--- src/hw/rtl/bpsc_pkg.sv ---
// ----------------------------------------------------------------------------
// bpsc_pkg: shared types and constants for the button panel calibrator
// Register indexes, reset values, fixed-point weights, job word and helpers.
// ----------------------------------------------------------------------------
package bpsc_pkg;

	localparam int TABLE_ENTRIES = 16;
	localparam logic [8:0] TABLE_LIMIT = 9'(TABLE_ENTRIES);

	localparam int NUM_BTN   = 5;
	localparam int BTN_FREQ  = 0;
	localparam int BTN_PULSE = 1;
	localparam int BTN_UP    = 2;
	localparam int BTN_DOWN  = 3;
	localparam int BTN_CAL   = 4;

	localparam int CFG_AW = 3;
	localparam int CFG_DW = 16;
	localparam logic [CFG_AW-1:0] CFG_FREQ_COUNT     = 3'd0;
	localparam logic [CFG_AW-1:0] CFG_PULSE_COUNT    = 3'd1;
	localparam logic [CFG_AW-1:0] CFG_DEBOUNCE_TICKS = 3'd2;
	localparam logic [CFG_AW-1:0] CFG_CURRENT_STEP   = 3'd3;
	localparam logic [CFG_AW-1:0] CFG_CURRENT_MIN    = 3'd4;
	localparam logic [CFG_AW-1:0] CFG_CURRENT_MAX    = 3'd5;

	localparam logic [4:0]  RST_FREQ_COUNT     = 5'd4;
	localparam logic [4:0]  RST_PULSE_COUNT    = 5'd4;
	localparam logic [3:0]  RST_DEBOUNCE_TICKS = 4'd3;
	localparam logic [15:0] RST_CURRENT_STEP   = 16'd128;
	localparam logic [15:0] RST_CURRENT_MIN    = 16'd0;
	localparam logic [15:0] RST_CURRENT_MAX    = 16'd5120;

	localparam logic [31:0] GAIN_ONE  = 32'h0100_0000;
	localparam logic [15:0] W_OLD     = 16'd55706;
	localparam logic [13:0] W_NEW     = 14'd9830;
	localparam logic [48:0] MIX_ROUND = 49'd32768;
	localparam logic [23:0] AREA_ONE  = 24'd256;

	localparam int DIV_BITS = 41;
	localparam int DIV_CW   = 6;
	localparam logic [DIV_CW-1:0] DIV_LAST = DIV_CW'(DIV_BITS - 1);

	localparam int JOBQ_DEPTH = 2;
	localparam int JOBQ_AW    = $clog2(JOBQ_DEPTH);

	typedef enum logic [1:0] {
		CAL_NONE    = 2'd0,
		CAL_UPDATE  = 2'd1,
		CAL_IGNORED = 2'd2
	} cal_kind_t;

	typedef enum logic [2:0] {
		BK_IDLE,
		BK_DIV,
		BK_MUL_OLD,
		BK_MUL_NEW,
		BK_FINISH
	} back_state_t;

	typedef struct packed {
		logic [3:0]  freq_index;
		logic [3:0]  pulse_index;
		logic [15:0] setpoint;
		logic [23:0] area;
		logic        reapply;
		cal_kind_t   cal;
	} job_t;

	typedef struct packed {
		logic pop;
		logic out_load;
		logic div_load;
		logic gain_update;
	} back_ctrl_t;

	function automatic logic [3:0] advance_sel(input logic [3:0] sel, input logic [4:0] count);
		logic [4:0] n;
		n = {1'b0, sel} + 5'd1;
		if (n >= count || {4'd0, n} >= TABLE_LIMIT || n > 5'd15) begin
			return 4'd0;
		end
		return n[3:0];
	endfunction

	function automatic logic [15:0] clamp_sp(input logic signed [17:0] x,
		input logic [15:0] lo, input logic [15:0] hi);
		if (x < $signed({2'b00, lo})) begin
			return lo;
		end
		if (x > $signed({2'b00, hi})) begin
			return hi;
		end
		return x[15:0];
	endfunction

endpackage

--- src/hw/rtl/bpsc_front.sv ---
// ----------------------------------------------------------------------------
// bpsc_front: debounce, index and setpoint handling
// Holds the configuration registers and the per-button debouncers, applies
// the index and setpoint actions of each tick and classifies the calibration.
// ----------------------------------------------------------------------------
module bpsc_front (
	input  logic                          clk,
	input  logic                          arst_n,
	input  logic                          cfg_write,
	input  logic [bpsc_pkg::CFG_AW-1:0]   cfg_index,
	input  logic [bpsc_pkg::CFG_DW-1:0]   cfg_data,
	input  logic                          accept,
	input  logic                          raw_freq,
	input  logic                          raw_pulse,
	input  logic                          raw_up,
	input  logic                          raw_down,
	input  logic                          raw_cal,
	input  logic [23:0]                   pulse_area,
	output bpsc_pkg::job_t                job
);

	logic [4:0]  freq_count_q;
	logic [4:0]  pulse_count_q;
	logic [3:0]  debounce_ticks_q;
	logic [15:0] current_step_q;
	logic [15:0] current_min_q;
	logic [15:0] current_max_q;

	logic [bpsc_pkg::NUM_BTN-1:0] last_q, last_d;
	logic [bpsc_pkg::NUM_BTN-1:0] stable_q, stable_d;
	logic [3:0] hold_q [bpsc_pkg::NUM_BTN];
	logic [3:0] hold_d [bpsc_pkg::NUM_BTN];
	logic [bpsc_pkg::NUM_BTN-1:0] raw;
	logic [bpsc_pkg::NUM_BTN-1:0] press;

	logic [3:0]  freq_sel_q, freq_sel_d;
	logic [3:0]  pulse_sel_q, pulse_sel_d;
	logic [15:0] setpoint_q, sp_up, sp_dn;
	logic signed [17:0] sum_up, sum_dn;
	bpsc_pkg::cal_kind_t cal_kind;

	assign raw = {raw_cal, raw_down, raw_up, raw_pulse, raw_freq};

	always_comb begin
		for (int b = 0; b < bpsc_pkg::NUM_BTN; b++) begin
			if (raw[b] == last_q[b]) begin
				last_d[b] = last_q[b];
				hold_d[b] = (hold_q[b] < debounce_ticks_q) ? hold_q[b] + 4'd1 : hold_q[b];
			end else begin
				last_d[b] = raw[b];
				hold_d[b] = 4'd0;
			end
			if (hold_d[b] == debounce_ticks_q && stable_q[b] != raw[b]) begin
				stable_d[b] = raw[b];
				press[b]    = raw[b];
			end else begin
				stable_d[b] = stable_q[b];
				press[b]    = 1'b0;
			end
		end
	end

	always_comb begin
		freq_sel_d  = press[bpsc_pkg::BTN_FREQ] ?
			bpsc_pkg::advance_sel(freq_sel_q, freq_count_q) : freq_sel_q;
		pulse_sel_d = press[bpsc_pkg::BTN_PULSE] ?
			bpsc_pkg::advance_sel(pulse_sel_q, pulse_count_q) : pulse_sel_q;
		sum_up = $signed({2'b00, setpoint_q}) + $signed({2'b00, current_step_q});
		sp_up  = press[bpsc_pkg::BTN_UP] ?
			bpsc_pkg::clamp_sp(sum_up, current_min_q, current_max_q) : setpoint_q;
		sum_dn = $signed({2'b00, sp_up}) - $signed({2'b00, current_step_q});
		sp_dn  = press[bpsc_pkg::BTN_DOWN] ?
			bpsc_pkg::clamp_sp(sum_dn, current_min_q, current_max_q) : sp_up;
		if (!press[bpsc_pkg::BTN_CAL]) begin
			cal_kind = bpsc_pkg::CAL_NONE;
		end else if (pulse_area > bpsc_pkg::AREA_ONE) begin
			cal_kind = bpsc_pkg::CAL_UPDATE;
		end else begin
			cal_kind = bpsc_pkg::CAL_IGNORED;
		end
	end

	always_comb begin
		job.freq_index  = freq_sel_d;
		job.pulse_index = pulse_sel_d;
		job.setpoint    = sp_dn;
		job.area        = pulse_area;
		job.reapply     = press[bpsc_pkg::BTN_FREQ] | press[bpsc_pkg::BTN_PULSE];
		job.cal         = cal_kind;
	end

	always_ff @(posedge clk or negedge arst_n) begin
		if (!arst_n) begin
			freq_count_q     <= bpsc_pkg::RST_FREQ_COUNT;
			pulse_count_q    <= bpsc_pkg::RST_PULSE_COUNT;
			debounce_ticks_q <= bpsc_pkg::RST_DEBOUNCE_TICKS;
			current_step_q   <= bpsc_pkg::RST_CURRENT_STEP;
			current_min_q    <= bpsc_pkg::RST_CURRENT_MIN;
			current_max_q    <= bpsc_pkg::RST_CURRENT_MAX;
		end else if (cfg_write) begin
			unique case (cfg_index)
				bpsc_pkg::CFG_FREQ_COUNT:     freq_count_q     <= cfg_data[4:0];
				bpsc_pkg::CFG_PULSE_COUNT:    pulse_count_q    <= cfg_data[4:0];
				bpsc_pkg::CFG_DEBOUNCE_TICKS: debounce_ticks_q <= cfg_data[3:0];
				bpsc_pkg::CFG_CURRENT_STEP:   current_step_q   <= cfg_data;
				bpsc_pkg::CFG_CURRENT_MIN:    current_min_q    <= cfg_data;
				bpsc_pkg::CFG_CURRENT_MAX:    current_max_q    <= cfg_data;
				default: ;
			endcase
		end
	end

	always_ff @(posedge clk or negedge arst_n) begin
		if (!arst_n) begin
			last_q      <= '0;
			stable_q    <= '0;
			freq_sel_q  <= 4'd0;
			pulse_sel_q <= 4'd0;
			setpoint_q  <= 16'd0;
			for (int b = 0; b < bpsc_pkg::NUM_BTN; b++) begin
				hold_q[b] <= 4'd0;
			end
		end else if (accept) begin
			last_q      <= last_d;
			stable_q    <= stable_d;
			freq_sel_q  <= freq_sel_d;
			pulse_sel_q <= pulse_sel_d;
			setpoint_q  <= sp_dn;
			for (int b = 0; b < bpsc_pkg::NUM_BTN; b++) begin
				hold_q[b] <= hold_d[b];
			end
		end
	end

endmodule

--- src/hw/rtl/bpsc_jobq.sv ---
// ----------------------------------------------------------------------------
// bpsc_jobq: job queue between front and back
// Short first-in first-out buffer of classified tick words.
// ----------------------------------------------------------------------------
module bpsc_jobq (
	input  logic           clk,
	input  logic           arst_n,
	input  logic           push,
	input  bpsc_pkg::job_t wr_data,
	input  logic           pop,
	output logic           full,
	output logic           valid,
	output bpsc_pkg::job_t rd_data
);

	bpsc_pkg::job_t mem_q [bpsc_pkg::JOBQ_DEPTH];
	logic [bpsc_pkg::JOBQ_AW-1:0] wr_ptr_q, rd_ptr_q;
	logic [bpsc_pkg::JOBQ_AW:0]   count_q;

	assign full    = (count_q == (bpsc_pkg::JOBQ_AW + 1)'(bpsc_pkg::JOBQ_DEPTH));
	assign valid   = (count_q != '0);
	assign rd_data = mem_q[rd_ptr_q];

	always_ff @(posedge clk) begin
		if (push) begin
			mem_q[wr_ptr_q] <= wr_data;
		end
	end

	always_ff @(posedge clk or negedge arst_n) begin
		if (!arst_n) begin
			wr_ptr_q <= '0;
			rd_ptr_q <= '0;
			count_q  <= '0;
		end else begin
			if (push) begin
				wr_ptr_q <= wr_ptr_q + 1'b1;
			end
			if (pop) begin
				rd_ptr_q <= rd_ptr_q + 1'b1;
			end
			priority if (push && !pop) begin
				count_q <= count_q + 1'b1;
			end else if (pop && !push) begin
				count_q <= count_q - 1'b1;
			end else begin
				count_q <= count_q;
			end
		end
	end

endmodule

--- src/hw/rtl/bpsc_back.sv ---
// ----------------------------------------------------------------------------
// bpsc_back: calibration engine and result register
// Runs the serial divider and the gain blend for calibration jobs, holds the
// gain and presents each finished word on the result register.
// ----------------------------------------------------------------------------
module bpsc_back (
	input  logic           clk,
	input  logic           arst_n,
	input  logic           job_valid,
	input  bpsc_pkg::job_t job,
	output logic           job_pop,
	input  logic           pop,
	output logic           empty,
	output logic [3:0]     freq_index,
	output logic [3:0]     pulse_index,
	output logic [15:0]    current_setpoint,
	output logic [31:0]    area_gain,
	output logic           pwm_reapply,
	output logic [1:0]     cal_status
);

	bpsc_pkg::back_state_t state_q, state_d;
	bpsc_pkg::back_ctrl_t  ctrl;

	logic [bpsc_pkg::DIV_BITS-1:0] num_q;
	logic [23:0]                rem_q;
	logic [bpsc_pkg::DIV_CW-1:0] cnt_q;
	logic [48:0]                acc_q;
	logic [31:0]                gain_q;
	logic                       out_valid_q;
	logic                       out_free;

	logic [24:0] rem_shift;
	logic        rem_ge;
	logic [23:0] rem_next;
	logic [31:0] newk;
	logic [32:0] mix;
	logic [31:0] gain_sat;
	logic [31:0] gain_next;

	assign out_free = !out_valid_q || pop;
	assign empty    = !out_valid_q;
	assign job_pop  = ctrl.pop;

	always_comb begin
		rem_shift = {rem_q, num_q[bpsc_pkg::DIV_BITS-1]};
		rem_ge    = rem_shift >= {1'b0, job.area};
		rem_next  = rem_ge ? 24'(rem_shift - {1'b0, job.area}) : rem_shift[23:0];
		newk      = (|num_q[bpsc_pkg::DIV_BITS-1:32]) ? 32'hFFFF_FFFF : num_q[31:0];
		mix       = acc_q[48:16];
		gain_sat  = mix[32] ? 32'hFFFF_FFFF : mix[31:0];
		gain_next = ctrl.gain_update ? gain_sat : gain_q;
	end

	always_comb begin
		state_d = state_q;
		unique case (state_q)
			bpsc_pkg::BK_IDLE: begin
				if (job_valid && out_free && job.cal == bpsc_pkg::CAL_UPDATE) begin
					state_d = bpsc_pkg::BK_DIV;
				end
			end
			bpsc_pkg::BK_DIV: begin
				if (cnt_q == bpsc_pkg::DIV_LAST) begin
					state_d = bpsc_pkg::BK_MUL_OLD;
				end
			end
			bpsc_pkg::BK_MUL_OLD: state_d = bpsc_pkg::BK_MUL_NEW;
			bpsc_pkg::BK_MUL_NEW: state_d = bpsc_pkg::BK_FINISH;
			bpsc_pkg::BK_FINISH:  state_d = bpsc_pkg::BK_IDLE;
			default:              state_d = bpsc_pkg::BK_IDLE;
		endcase
	end

	always_comb begin
		ctrl = '0;
		unique case (state_q)
			bpsc_pkg::BK_IDLE: begin
				if (job_valid && out_free) begin
					if (job.cal == bpsc_pkg::CAL_UPDATE) begin
						ctrl.div_load = 1'b1;
					end else begin
						ctrl.out_load = 1'b1;
						ctrl.pop      = 1'b1;
					end
				end
			end
			bpsc_pkg::BK_FINISH: begin
				ctrl.out_load    = 1'b1;
				ctrl.pop         = 1'b1;
				ctrl.gain_update = 1'b1;
			end
			default: ;
		endcase
	end

	// restoring divide, one quotient bit per cycle; blend in two multiply steps
	always_ff @(posedge clk) begin
		if (ctrl.div_load) begin
			num_q <= {1'b0, job.setpoint, 24'd0} + {18'd0, job.area[23:1]};
			rem_q <= 24'd0;
		end else if (state_q == bpsc_pkg::BK_DIV) begin
			num_q <= {num_q[bpsc_pkg::DIV_BITS-2:0], rem_ge};
			rem_q <= rem_next;
		end
		if (state_q == bpsc_pkg::BK_MUL_OLD) begin
			acc_q <= ({33'd0, bpsc_pkg::W_OLD} * {17'd0, gain_q}) + bpsc_pkg::MIX_ROUND;
		end else if (state_q == bpsc_pkg::BK_MUL_NEW) begin
			acc_q <= acc_q + ({35'd0, bpsc_pkg::W_NEW} * {17'd0, newk});
		end
		if (ctrl.out_load) begin
			freq_index       <= job.freq_index;
			pulse_index      <= job.pulse_index;
			current_setpoint <= job.setpoint;
			area_gain        <= gain_next;
			pwm_reapply      <= job.reapply;
			cal_status       <= job.cal;
		end
	end

	always_ff @(posedge clk or negedge arst_n) begin
		if (!arst_n) begin
			state_q     <= bpsc_pkg::BK_IDLE;
			cnt_q       <= '0;
			gain_q      <= bpsc_pkg::GAIN_ONE;
			out_valid_q <= 1'b0;
		end else begin
			state_q <= state_d;
			if (ctrl.div_load) begin
				cnt_q <= '0;
			end else if (state_q == bpsc_pkg::BK_DIV) begin
				cnt_q <= cnt_q + 1'b1;
			end
			gain_q <= gain_next;
			if (ctrl.out_load) begin
				out_valid_q <= 1'b1;
			end else if (pop) begin
				out_valid_q <= 1'b0;
			end
		end
	end

endmodule

--- src/hw/rtl/button_panel_setpoint_calibrator_top.sv ---
// ----------------------------------------------------------------------------
// button_panel_setpoint_calibrator_top: button panel with gain calibration
// Each pushed word is one 10 ms tick of five raw button levels and the pulse
// area; each popped word is the panel state after that tick.
// ----------------------------------------------------------------------------
// A tick is taken by the front end in the cycle it is pushed and is written
// into the job queue, then into the result register; with pop held high, plain
// ticks stream at one per cycle. A tick with a calibration update holds the back
// end through dispatch, the one-bit-per-cycle restoring divider, the two blend
// multiplies and write-back. The two-word job queue keeps the push side open
// during that time until it fills. Configuration writes are always ready and
// take effect on the next tick.
module button_panel_setpoint_calibrator_top (
	input  logic                        clk,
	input  logic                        arst_n,
	input  logic                        cfg_valid,
	output logic                        cfg_ready,
	input  logic [bpsc_pkg::CFG_AW-1:0] cfg_index,
	input  logic [bpsc_pkg::CFG_DW-1:0] cfg_data,
	input  logic                        push,
	output logic                        full,
	input  logic                        raw_freq,
	input  logic                        raw_pulse,
	input  logic                        raw_up,
	input  logic                        raw_down,
	input  logic                        raw_cal,
	input  logic [23:0]                 pulse_area,
	output logic                        empty,
	input  logic                        pop,
	output logic [3:0]                  freq_index,
	output logic [3:0]                  pulse_index,
	output logic [15:0]                 current_setpoint,
	output logic [31:0]                 area_gain,
	output logic                        pwm_reapply,
	output logic [1:0]                  cal_status
);

	bpsc_pkg::job_t front_job, head_job;
	logic accept;
	logic head_valid;
	logic head_pop;

	assign cfg_ready = 1'b1;
	assign accept    = push && !full;

	bpsc_front u_front (
		.clk        (clk),
		.arst_n     (arst_n),
		.cfg_write  (cfg_valid && cfg_ready),
		.cfg_index  (cfg_index),
		.cfg_data   (cfg_data),
		.accept     (accept),
		.raw_freq   (raw_freq),
		.raw_pulse  (raw_pulse),
		.raw_up     (raw_up),
		.raw_down   (raw_down),
		.raw_cal    (raw_cal),
		.pulse_area (pulse_area),
		.job        (front_job)
	);

	bpsc_jobq u_jobq (
		.clk     (clk),
		.arst_n  (arst_n),
		.push    (accept),
		.wr_data (front_job),
		.pop     (head_pop),
		.full    (full),
		.valid   (head_valid),
		.rd_data (head_job)
	);

	bpsc_back u_back (
		.clk              (clk),
		.arst_n           (arst_n),
		.job_valid        (head_valid),
		.job              (head_job),
		.job_pop          (head_pop),
		.pop              (pop),
		.empty            (empty),
		.freq_index       (freq_index),
		.pulse_index      (pulse_index),
		.current_setpoint (current_setpoint),
		.area_gain        (area_gain),
		.pwm_reapply      (pwm_reapply),
		.cal_status       (cal_status)
	);

endmodule

--- config.mk ---
export PLATFORM = sky130hd
export DESIGN_NAME = button_panel_setpoint_calibrator_top
export DESIGN_NICKNAME = d
export VERILOG_FILES = /design/src/hw/rtl/bpsc_pkg.sv /design/src/hw/rtl/bpsc_front.sv /design/src/hw/rtl/bpsc_jobq.sv /design/src/hw/rtl/bpsc_back.sv /design/src/hw/rtl/button_panel_setpoint_calibrator_top.sv
export SDC_FILE = /design/constraint.sdc
export NUM_CORES = 2
export LEC_CHECK = 0
export ABC_AREA = 0
export BUFFER_PORTS_ARGS = -buffer_cell sky130_fd_sc_hd__buf_2
export CORE_MARGIN = 2
export CORE_UTILIZATION = 56
export DETAILED_ROUTE_END_ITERATION = 10
export GPL_TIMING_DRIVEN = 0
export HOLD_SLACK_MARGIN = 0.06
export PLACE_DENSITY_LB_ADDON = 0.3
export SYNTH_ARGS = -nofsm -noshare
export SYNTH_HDL_FRONTEND = slang
export SYNTH_HIERARCHICAL = 1
export SYNTH_SLANG_ARGS = --single-unit
--- constraint.sdc ---
create_clock -name clk -period 10.6 [get_ports clk]
set_input_delay 0.53 -clock clk [delete_from_list [all_inputs] [get_ports clk]]
set_output_delay 0.53 -clock clk [all_outputs]
set_load 0.02 [all_outputs]
==> results.cfg <==
[clock_network]
clockRootBuffer = clkbuf_16
htree_levels = 2
clockBufferDepth = 3
post_cts_buffers = 0
clkLatencyLatePin_ns = 0.63
path_clk_slew_ns = 0.06
numCtsBuffers = 50
clock-sinks = 436
cts_tree = yes

[die]
coreArea_sq_um = 79000
dieArea_sq_um = 82100
start_util_pct = 56.6
rows = 103
die_w_um = 287
die_h_um = 287
io_pins = 115

[logic_synthesis]
yosys_warnings = 6
yosys.cell_types.count = 118
ys_seq_area_share_pct = 27.0
synth_top_area_share_pct = 16.8
synth_edf_count = 250
ys_ff_latch = 436
avgSynthCellArea_sq_um = 9.74
async_flop_share_pct = 37.2
synth_cells = 4592
synth_top_cell_by_area = edfxtp_1
synth.net_count = 5512
synth.area.top_cells = edfxtp_1 (17%), ha_1 (16%), fa_1 (14%)
ys.flop_type = edfxtp_1
synth_area_sq_um = 44700

[layout]
area_delta_synth_final_pct = 8.60
fin_nets = 5684
num-fill-cells = 6640
multi_input_area_sq_um = 29700
regArea_sq_um = 12100
drive_gt1_share_pct = 11.3

[global_routing]
met2_usage_pct = 46.7
grt_max_degree = 105
grtUsageMet3_pct = 3.08
grt_pass1_vias = 34600
top_usage_layer = met2
grt_pass1_wl_um = 183000
grt_overflow = 0
met1_usage_pct = 38.3
antenna_found_initial = 1
grt_usage_pct = 27.9

[drt]
route.vias.total = 34300
ant_nets = 0
routedWlPerCell_um = 19.3
dr.pass1.iters = 6
routed_wl_um = 113000
vias_per_cell = 5.86
first_iter_violations = 2624
drcViolationCount = 0

[place]
hpwlAfterDp_um = 91400
port_buffers = 110
routabilityCongestion = 0.981

[sta]
worst_slew_pin_slew_ns = 0.998
setup_viol = 0
hold_violations = 0
fin_worst_skew_ns = 0.0266
fin_crit_ns = 10.21
period_share_pct = 96.4
fmax_mhz = 97.9
holdWs_ns = 0.152
slew_violations = 0
rsz0062_at_grt = false
relSlewSlack_pct = 32.6

[setup_path]
path_max_fanout = 10
worst_setup_path_start_kind = flip-flop
crit_top_cell = ha_1
required_ns = 10.90
crit_type = flip-flop to flip-flop
worstSetupEndpointType = flip-flop
cpMaxStageDelayCell = clkbuf_1
slowest_delay_ns = 0.53
arrival_ns = 10.51
path_buf_inv = 2
cp_top_family = compound AO/OA/AOI/OAI gates

[run]
cap_violations = 0

[min_path]
min_path_type = input port to flip-flop

[status]
status = complete, no violations
[metal layers]
| layer | vias up | part of all wire, % |
|---|---|---|
| li1 | 16300 | - |
| met1 | 16800 | 44 |
| met2 | 997 | 48 |
| met3 | 217 | 5.0 |
| met4 | 0 | 3.0 |
| met5 | - | 0 |
[sequential cells by signal, summed over array words and instances (netlist names), 3 cells and up]
register	count
u_back/cnt_q	6
u_front/pulse_count_q	5
u_front/freq_sel_q	4
u_front/hold_q	20
u_back/num_q	41
u_back/current_setpoint	16
u_front/pulse_sel_q	4
u_front/current_min_q	16
u_back/pulse_index	4
u_back/state_q	3
u_jobq/mem_q	102
u_back/rem_q	24
u_front/setpoint_q	16
u_back/gain_q	32
u_front/freq_count_q	5
u_front/current_max_q	16
u_back/acc_q	48
u_back/area_gain	32
u_front/current_step_q	16
u_front/debounce_ticks_q	4
u_front/last_q	5
u_front/stable_q	5
u_back/freq_index	4
[cell usage in the layout (no fill, tap or decap), drive strengths merged, types with 46 or more instances in the layout]
cell type,instances
mux2i,46
xor2,101
and3,48
nor2,242
dfrtp,154
mux2,127
or2,72
a21o,111
a21oi,271
o21ai,257
nand3,87
fa,313
edfxtp,250
buf,168
nor3,52
nand2,339
xnor2,152
ha,554
inv,635
clkbuf,150
[worst reg2reg max path: cells and delay by family, from the launching register on]
kind,cells,cell delay [ns]
buf+inv,2,0.90
mux,3,0.85
simple gates,10,1.82
fa+ha+maj,5,1.74
flops,1,0.44
xor+xnor,2,0.69
compound gates,13,3.43
[per-stage QoR]
step                      TNS [ns]  cells  utilization, %  area (sq um)  setup WS, ns
after detailed placement    -17.18   5761            59.2         46800        -0.817
after CTS                        0   5856            61.4         48500         0.151
final                            0   5857            61.5         48600         0.387
after global routing             0   5856            61.5         48600        0.0674
after global placement      -22.35   5752            59.0         46600        -0.923
after floorplan                  0   4592               -         44700          2.10
[final cells by class]
cell class	instances	area share, %
Antenna cell	1	0.00515
Multi-Input combinational cell	3385	61.1
Sequential cell	436	24.8
Clock buffer	62	2.84
Clock inverter	32	0.636
Timing Repair Buffer	120	1.48
Buffer	137	1.53
Tap cell	1050	2.71
Inverter	634	4.90
[repair_timing]
item,4_1_cts,5_1_grt
resized for setup,7,16
endpoints found under the hold margin,55,0
endpoints found under the setup margin,42,41
hold buffers,1,0
[worst paths after layout]
check | from | end | slack, ns | cells past startpoint
worst max-delay path | u_front/current_step_q[4]$_DFFE_PN0P_ | u_jobq/mem_q[0][41]$_DFFE_PP_ | 0.39 | 35
worst min-delay path | cfg_data[5] | u_front/current_min_q[5]$_DFFE_PN0P_ | 0.15 | 3
worst max register to register | u_front/current_step_q[4]$_DFFE_PN0P_ | u_jobq/mem_q[0][41]$_DFFE_PP_ | 0.39 | 35
worst min register to register | u_back/rem_q[21]$_SDFFE_PP0P_ | u_back/rem_q[21]$_SDFFE_PP0P_ | 0.48 | 2
max in group asynchronous | arst_n | u_back/gain_q[9]$_DFF_PN0_ | 9.13 | 3
min in group asynchronous | arst_n | u_front/pulse_count_q[3]$_DFFE_PN0P_ | 0.42 | 2
[synthesized netlist by cell type (8+ instances only)]
| master | n |
|---|---|
| dfxtp_1 | 24 |
| o21a_1 | 38 |
| mux2i_1 | 46 |
| o2111ai_1 | 11 |
| a31o_2 | 11 |
| mux2_2 | 77 |
| nand3_1 | 84 |
| clkbuf_1 | 87 |
| nand2_1 | 339 |
| buf_4 | 26 |
| a211oi_1 | 30 |
| a21o_1 | 111 |
| o211ai_1 | 26 |
| a21oi_1 | 264 |
| or3_1 | 25 |
| or2_2 | 71 |
| nor2_1 | 240 |
| and3_1 | 48 |
| buf_2 | 11 |
| mux2_4 | 49 |
| inv_1 | 632 |
| nor3_1 | 51 |
| dfrtp_1 | 154 |
| xnor2_1 | 152 |
| o21bai_1 | 25 |
| o21ai_1 | 18 |
| ha_1 | 554 |
| a221oi_1 | 12 |
| o311ai_0 | 10 |
| o31ai_1 | 23 |
| xor2_1 | 101 |
| nor3b_1 | 13 |
| nand4_1 | 36 |
| a21boi_0 | 14 |
| a22o_1 | 9 |
| nor2b_1 | 38 |
| a211o_1 | 12 |
| fa_1 | 313 |
| a31oi_1 | 27 |
| o21ai_0 | 237 |
| nor4_1 | 19 |
| edfxtp_1 | 250 |
| dfstp_2 | 8 |
| nand2b_1 | 41 |
| and2_1 | 31 |
[cells by family (layout without fill, tap and decap cells)]
| group | Yosys count | count (layout) | share of synthesized area, % |
|---|---|---|---|
| AO/OA/AOI/OAI | 998 | 998 | 14.7 |
| XOR/XNOR | 253 | 253 | 4.96 |
| adder cells (fa/ha/maj) | 867 | 867 | 29.5 |
| buffers and inverters | 771 | 985 | 6.97 |
| flip-flops | 436 | 436 | 27.0 |
| multiplexers | 174 | 174 | 4.69 |
| other | 1 | 2 | 0.00839 |
| AND/OR/NAND/NOR | 1092 | 1092 | 12.2 |
Power is left out: the tool's default activity adds up to more than one toggle a clock period on the data nets, which glitch-free logic cannot reach.
